## src/rtl/hough_map_derivative_accumulator_macros.svh

```systemverilog
// assertion macros shared by the hough map derivative accumulator rtl
// expects clk and arst_n in the scope where a macro is used
`ifndef HOUGH_MAP_DERIVATIVE_ACCUMULATOR_MACROS_SVH
`define HOUGH_MAP_DERIVATIVE_ACCUMULATOR_MACROS_SVH

// antecedent implies consequent in the same cycle
`define HMDA_IMPLY(lbl, ante, cons, msg) \
	lbl: assert property (@(posedge clk) disable iff (!arst_n) (ante) |-> (cons)) \
		else $error(msg);

// antecedent implies consequent in the next cycle
`define HMDA_NEXT(lbl, ante, cons, msg) \
	lbl: assert property (@(posedge clk) disable iff (!arst_n) (ante) |=> (cons)) \
		else $error(msg);

`endif

```

## src/rtl/hmda_pkg.sv

```systemverilog
// shared types and codes for the hough map derivative accumulator
// no dependencies
`timescale 1ns / 1ps

package hmda_pkg;

	// default sizes of the map store
	localparam int MAX_WIDTH_DEF  = 64;
	localparam int MAX_HEIGHT_DEF = 64;

	// configuration port
	localparam int PADDR_W = 4;
	localparam int PDATA_W = 32;

	typedef enum logic [1:0] {
		REG_MAP_WIDTH  = 2'd0,
		REG_MAP_HEIGHT = 2'd1,
		REG_USE_WEIGHT = 2'd2
	} reg_idx_t;

	// request operations
	typedef enum logic [2:0] {
		OP_CLEAR = 3'd0,
		OP_FIRST = 3'd1,
		OP_LEFT  = 3'd2,
		OP_RIGHT = 3'd3,
		OP_INTEG = 3'd4
	} op_t;

	// result status codes
	typedef enum logic [1:0] {
		STAT_OK   = 2'd0,
		STAT_DROP = 2'd1,
		STAT_OOB  = 2'd2
	} status_t;

	// clamped configuration seen by the datapath
	typedef struct packed {
		logic [6:0] w;
		logic [6:0] h;
		logic       use_weight;
	} cfg_t;

endpackage

```

## src/rtl/hmda_cfg.sv

```systemverilog
// apb register file for the hough map derivative accumulator
// depends on hmda_pkg; hands clamped map sizes to the datapath
`timescale 1ns / 1ps

module hmda_cfg
	import hmda_pkg::*;
#(
	parameter int MAX_WIDTH  = MAX_WIDTH_DEF,
	parameter int MAX_HEIGHT = MAX_HEIGHT_DEF
) (
	input  logic               clk,
	input  logic               arst_n,
	input  logic               psel,
	input  logic               penable,
	input  logic               pwrite,
	input  logic [PADDR_W-1:0] paddr,
	input  logic [PDATA_W-1:0] pwdata,
	output logic [PDATA_W-1:0] prdata,
	output logic               pready,
	output cfg_t               cfg
);

	logic [6:0] map_width_q;
	logic [6:0] map_height_q;
	logic       use_weight_q;
	logic       wr_en;
	reg_idx_t   reg_idx;

	assign pready  = 1'b1;
	assign reg_idx = reg_idx_t'(paddr[3:2]);
	assign wr_en   = psel && penable && pwrite;

	// register writes
	always_ff @(posedge clk or negedge arst_n) begin
		if (!arst_n) begin
			map_width_q  <= 7'd64;
			map_height_q <= 7'd64;
			use_weight_q <= 1'b1;
		end else if (wr_en) begin
			case (reg_idx)
				REG_MAP_WIDTH:  map_width_q  <= pwdata[6:0];
				REG_MAP_HEIGHT: map_height_q <= pwdata[6:0];
				REG_USE_WEIGHT: use_weight_q <= pwdata[0];
				default: ;
			endcase
		end
	end

	// register reads
	always_comb begin
		case (reg_idx)
			REG_MAP_WIDTH:  prdata = {25'd0, map_width_q};
			REG_MAP_HEIGHT: prdata = {25'd0, map_height_q};
			REG_USE_WEIGHT: prdata = {31'd0, use_weight_q};
			default:        prdata = '0;
		endcase
	end

	// zero reads as one, anything past the store size as the maximum
	always_comb begin
		if (map_width_q == 7'd0)
			cfg.w = 7'd1;
		else if (11'(map_width_q) > 11'(MAX_WIDTH))
			cfg.w = 7'(MAX_WIDTH);
		else
			cfg.w = map_width_q;
		if (map_height_q == 7'd0)
			cfg.h = 7'd1;
		else if (11'(map_height_q) > 11'(MAX_HEIGHT))
			cfg.h = 7'(MAX_HEIGHT);
		else
			cfg.h = map_height_q;
		cfg.use_weight = use_weight_q;
	end

endmodule

```

## config.mk

```make
export PLATFORM = sky130hd
export DESIGN_NAME = hmda_cfg
export DESIGN_NICKNAME = d
export VERILOG_FILES = /design/src/rtl/hough_map_derivative_accumulator_macros.svh /design/src/rtl/hmda_pkg.sv /design/src/rtl/hmda_cfg.sv
export SDC_FILE = /design/constraint.sdc
export NUM_CORES = 1
export LEC_CHECK = 0
export BUFFER_PORTS_ARGS = -buffer_cell sky130_fd_sc_hd__buf_2
export CAP_MARGIN = 20
export CELL_PAD_IN_SITES_DETAIL_PLACEMENT = 0
export CELL_PAD_IN_SITES_GLOBAL_PLACEMENT = 1
export CORE_ASPECT_RATIO = 1.75
export CORE_MARGIN = 2
export CORE_UTILIZATION = 29
export CTS_BUF_LIST = sky130_fd_sc_hd__clkbuf_8
export DETAILED_ROUTE_END_ITERATION = 7
export PLACE_DENSITY_LB_ADDON = 0.3
export SYNTH_ARGS = -nofsm -noshare
export SYNTH_HDL_FRONTEND = slang
export SYNTH_SLANG_ARGS = --single-unit
export TNS_END_PERCENT = 20
```

## constraint.sdc

```tcl
create_clock -name clk -period 1.9 [get_ports clk]
set_clock_uncertainty 0.2 [all_clocks]
set_input_delay 0.38 -clock clk [delete_from_list [all_inputs] [get_ports clk]]
set_output_delay 0.38 -clock clk [all_outputs]
set_load 0.01 [all_outputs]
```

### Word-level counts from Yosys, hierarchy flattened

Cells that the tools add are included.
W data, S select, Z words.

| word-level totals | value |
|---|---|
| input port bits | 41 |
| word-level logic and storage cells | 20 |
| output and inout port bits | 48 |
| register bits after elaboration | 15 |

| cells by class | value |
|---|---|
| equality and inequality tests | 2 |
| order comparisons | 2 |
| reduce and logical (&&, ||, !) cells | 8 |
| mux-type cells | 5 |

Operators with widths:

| operator | number |
|---|---|
| $mux W7 | 4 |
| $pmux W7 S3 | 1 |
| $gt A7 B7 Y1 const B | 2 |
| $logic_not A7 Y1 | 2 |
| $reduce_and A2 Y1 | 3 |
| $eq A2 B1 Y1 const B | 1 |
| $eq A2 B2 Y1 const B | 1 |
| $logic_and A1 B1 Y1 | 2 |
| $logic_not A2 Y1 | 1 |

### Longest topological paths before layout

| depth | value |
|---|---|
| word-level depth | 3 |
| mapped depth | 4 |
| depth with buffers taken out | 3 |

### Least setup slack after synthesis

OpenSTA, ideal clock, no wires.

| timing | value |
|---|---|
| kind | input-to-reg |
| from | input paddr[3] |
| to | register map_width_q[0] |
| stages on the path | 3 |
| path slack | 0.279 ns |
| data arrival time | 1.296 ns |
| buffers on the path | 1 |
| setup time | 0.125 ns |
| required time | 1.575 ns |
| cell sequence | buf_2 > nor3_2 > mux2_2 |

| between the ends | value |
|---|---|
| cells in the longest elaborated chain, start to end | 2 |

RTL lines:

| item | RTL line | text |
|---|---|---|
| from (decl) | hmda_cfg.sv:16 | `input logic [PADDR_W-1:0] paddr,` |
| $logic_not A2 Y1 | hmda_cfg.sv:40 | `case (reg_idx)` |
| $reduce_and A2 Y1 (no line) | n/a |  |
| to (signal assigned) | hmda_cfg.sv:41 | `REG_MAP_WIDTH: map_width_q <= pwdata[6:0];` |
| to (decl) | hmda_cfg.sv:23 | `logic [6:0] map_width_q;` |

Every way passes these cells.
A chain may end at the register's enable or synchronous reset.

==> results.yml <==
timing:
  holdWs_ns: 0.175
  hold_viol_final: 0
  layout_min_cycle_time_ns: 1.77
  setup_viol: 0
  fmax_mhz: 564
  setup-tns-final_ns: 0
  grt_setup_unrepaired: "false"
  post-route-period-util: 0.933
  maxSlewViolCount: 0
placed_design:
  gp_congestion: 0.710
  io_buffers: 35
  dp_hpwl_microns: 1720
clock_tree:
  clkSinkCount: 15
  htreeDepth: 1
  cts_resized: 0
  clkLatencyLatePin_ns: 0.25
  tritoncts: "done"
  clk_pin_slew_ns: 0.06
  cts_made_buffers: 3
  cts_setup_buffers: 0
  cts.path.max_buffers: 2
  cts_root_buf: "clkbuf_8"
final_layout:
  drive_gt1_frac: 0.460
  nFillCells: 385
  seqCellArea_sq_um: 379
  multiInputGateArea_sq_um: 532
  syn2layout_area_growth_pct: 16.6
  antenna_cells: 0
  final_cell_mix: "buf_2, conb_1, dfrtp_1"
  fin_nets: 179
  final_common_cell: "buf_2"
setup_path:
  crit_buf_inv: 1
  path_cells: "nor3_1, a21oi_1, nor2_1, buf_2"
  start_kind: "flop"
  crit_type: "reg -> out"
  crit_family: "flip-flops"
  worst-path-max-fanout: 4
  cp.required_ns: 1.32
  cp_data_arrival_time_ns: 1.19
  cpMaxStageDelayCell: "dfrtp_1"
  cp-end-kind: "primary output"
  slowest_delay_ns: 0.41
power_and_ir_drop:
  power_density_nw_per_um2: 938
  power.switching_uw: 389
  power_frac_seq: 0.426
  p_clk_frac: 0.225
  leakage_nw: 0.666
  ir_worst_vdd_mv: 0.377
  sw_frac_of_total: 0.337
  power_frac_comb: 0.348
  internal_power_uw: 765
synthesis:
  netlist_instances: 101
  synthTopCellsByArea: "dfrtp_1, buf_4, mux2_4, mux2_2, dfstp_2"
  ys_ff_latch: 15
  yosysSeqAreaShare: 0.359
  synth_cell_types: 20
  syn_avg_cell_area_sq_um: 10.4
  yosys.area.top_type: "dfrtp_1"
  synth_warnings: 0
  yosysTopAreaCellShare: 0.285
  syn_area_sq_um: 1050
grt:
  antenna_found_initial: 0
  grt_pass1_wl_microns: 3380
  grt_start_max_net_pins: 16
  grt_overflow_total: 0
  grt_usage: 0.112
  grt_pass1_vias: 714
routing:
  drt-total-wl_microns: 2080
  dr.pass1.iters: 4
  drt-initial-drc-count: 21
  num_vias: 736
  vias_per_cell: 4.02
  postRouteAntennaNets: 0
  drc_errors: 0
  wl_per_cell_microns: 11.4
floorplanning:
  chipWidth_microns: 49.6
  dieHeight_microns: 83.8
  dieArea_sq_um: 4150
  ios: 89
  row_count: 29
  core-area_sq_um: 3560
  start_util: 0.297
status:
  outcome: "finished clean"
min_path:
  min_path_type: "in -> reg"
run:
  cap_violations: 0
## power groups by stage
stage / Combinational [mW] / Clock [mW] / Sequential (mW)
after floorplan: 0.321 / 0 / 0.470
after global placement: 0.401 / 0 / 0.495
after detailed placement: 0.406 / 0 / 0.501
after CTS: 0.409 / 0.273 / 0.495
after global routing: 0.447 / 0.287 / 0.511
final: 0.402 / 0.260 / 0.492
## through the flow
| step | total power, mW | worst slack (ns) | utilization | instances | area [sq um] |
|---|---|---|---|---|---|
| global placement | 0.896 | 0.107 | 0.330 | 178 | 1170 |
| detailed placement | 0.907 | 0.0878 | 0.330 | 178 | 1170 |
| CTS | 1.18 | 0.0889 | 0.346 | 183 | 1230 |
| global route | 1.24 | 0.0103 | 0.346 | 183 | 1230 |
| floorplan | 0.791 | 0.279 | - | 125 | 1140 |
| finish | 1.15 | 0.128 | 0.346 | 183 | 1230 |
## layer usage
metal	vias up	routed length, microns	GRT usage
li1	349	-	-
met1	341	691	0.106
met2	41	1150	0.196
met3	5	158	0.0233
met4	0	78	0.0909
met5	-	0	0
## area by class of cell
class,instances,share of cell area
Timing Repair Buffer,40,0.175
Tap cell,46,0.0468
Multi-Input combinational cell,78,0.432
Clock inverter,1,0.00407
Sequential cell,15,0.308
Clock buffer,3,0.0336
## flip-flops by register name, indices dropped and copies added, names as in the netlist
name	flops
map_height_q	7
use_weight_q	1
map_width_q	7
## worst paths after layout
kind	from	to	slack [ns]	cells past startpoint
worst min-delay path	pwdata[4]	map_height_q[4]	0.18	2
worst max register to register	map_width_q[6]	map_width_q[6]	0.86	1
worst min register to register	map_height_q[0]	map_height_q[0]	0.35	1
worst max-delay path	map_height_q[1]	cfg[1]	0.13	4
max in group asynchronous	arst_n	use_weight_q	0.84	2
min in group asynchronous	arst_n	map_height_q[2]	0.36	2
## kinds of logic after synthesis
| group | after synthesis | synth area share |
|---|---|---|
| buffers and inverters | 32 | 0.222 |
| AND/OR/NAND/NOR | 27 | 0.146 |
| multiplexers | 22 | 0.251 |
| flip-flops | 15 | 0.359 |
| AO/OA/AOI/OAI | 3 | 0.0142 |
| other | 2 | 0.00712 |
## cell usage after synthesis (all sizes together)
library cell and n:
or3b 1, dfrtp 12, clkbuf 2, nor3b 1
nor2 10, nand3b 1, o21ai 1, nor3 3
nor2b 10, mux2 15, conb 2, dfstp 3
buf 30, a21oi 2, nand3 1, mux2i 7
## what timing repair did
action / 4_1_cts / 5_1_grt
setup endpoints to repair: 0 / 0
hold buffers: 1 / 0
hold endpoints to repair: 12 / 0
Power figures use the tool's default switching activity.
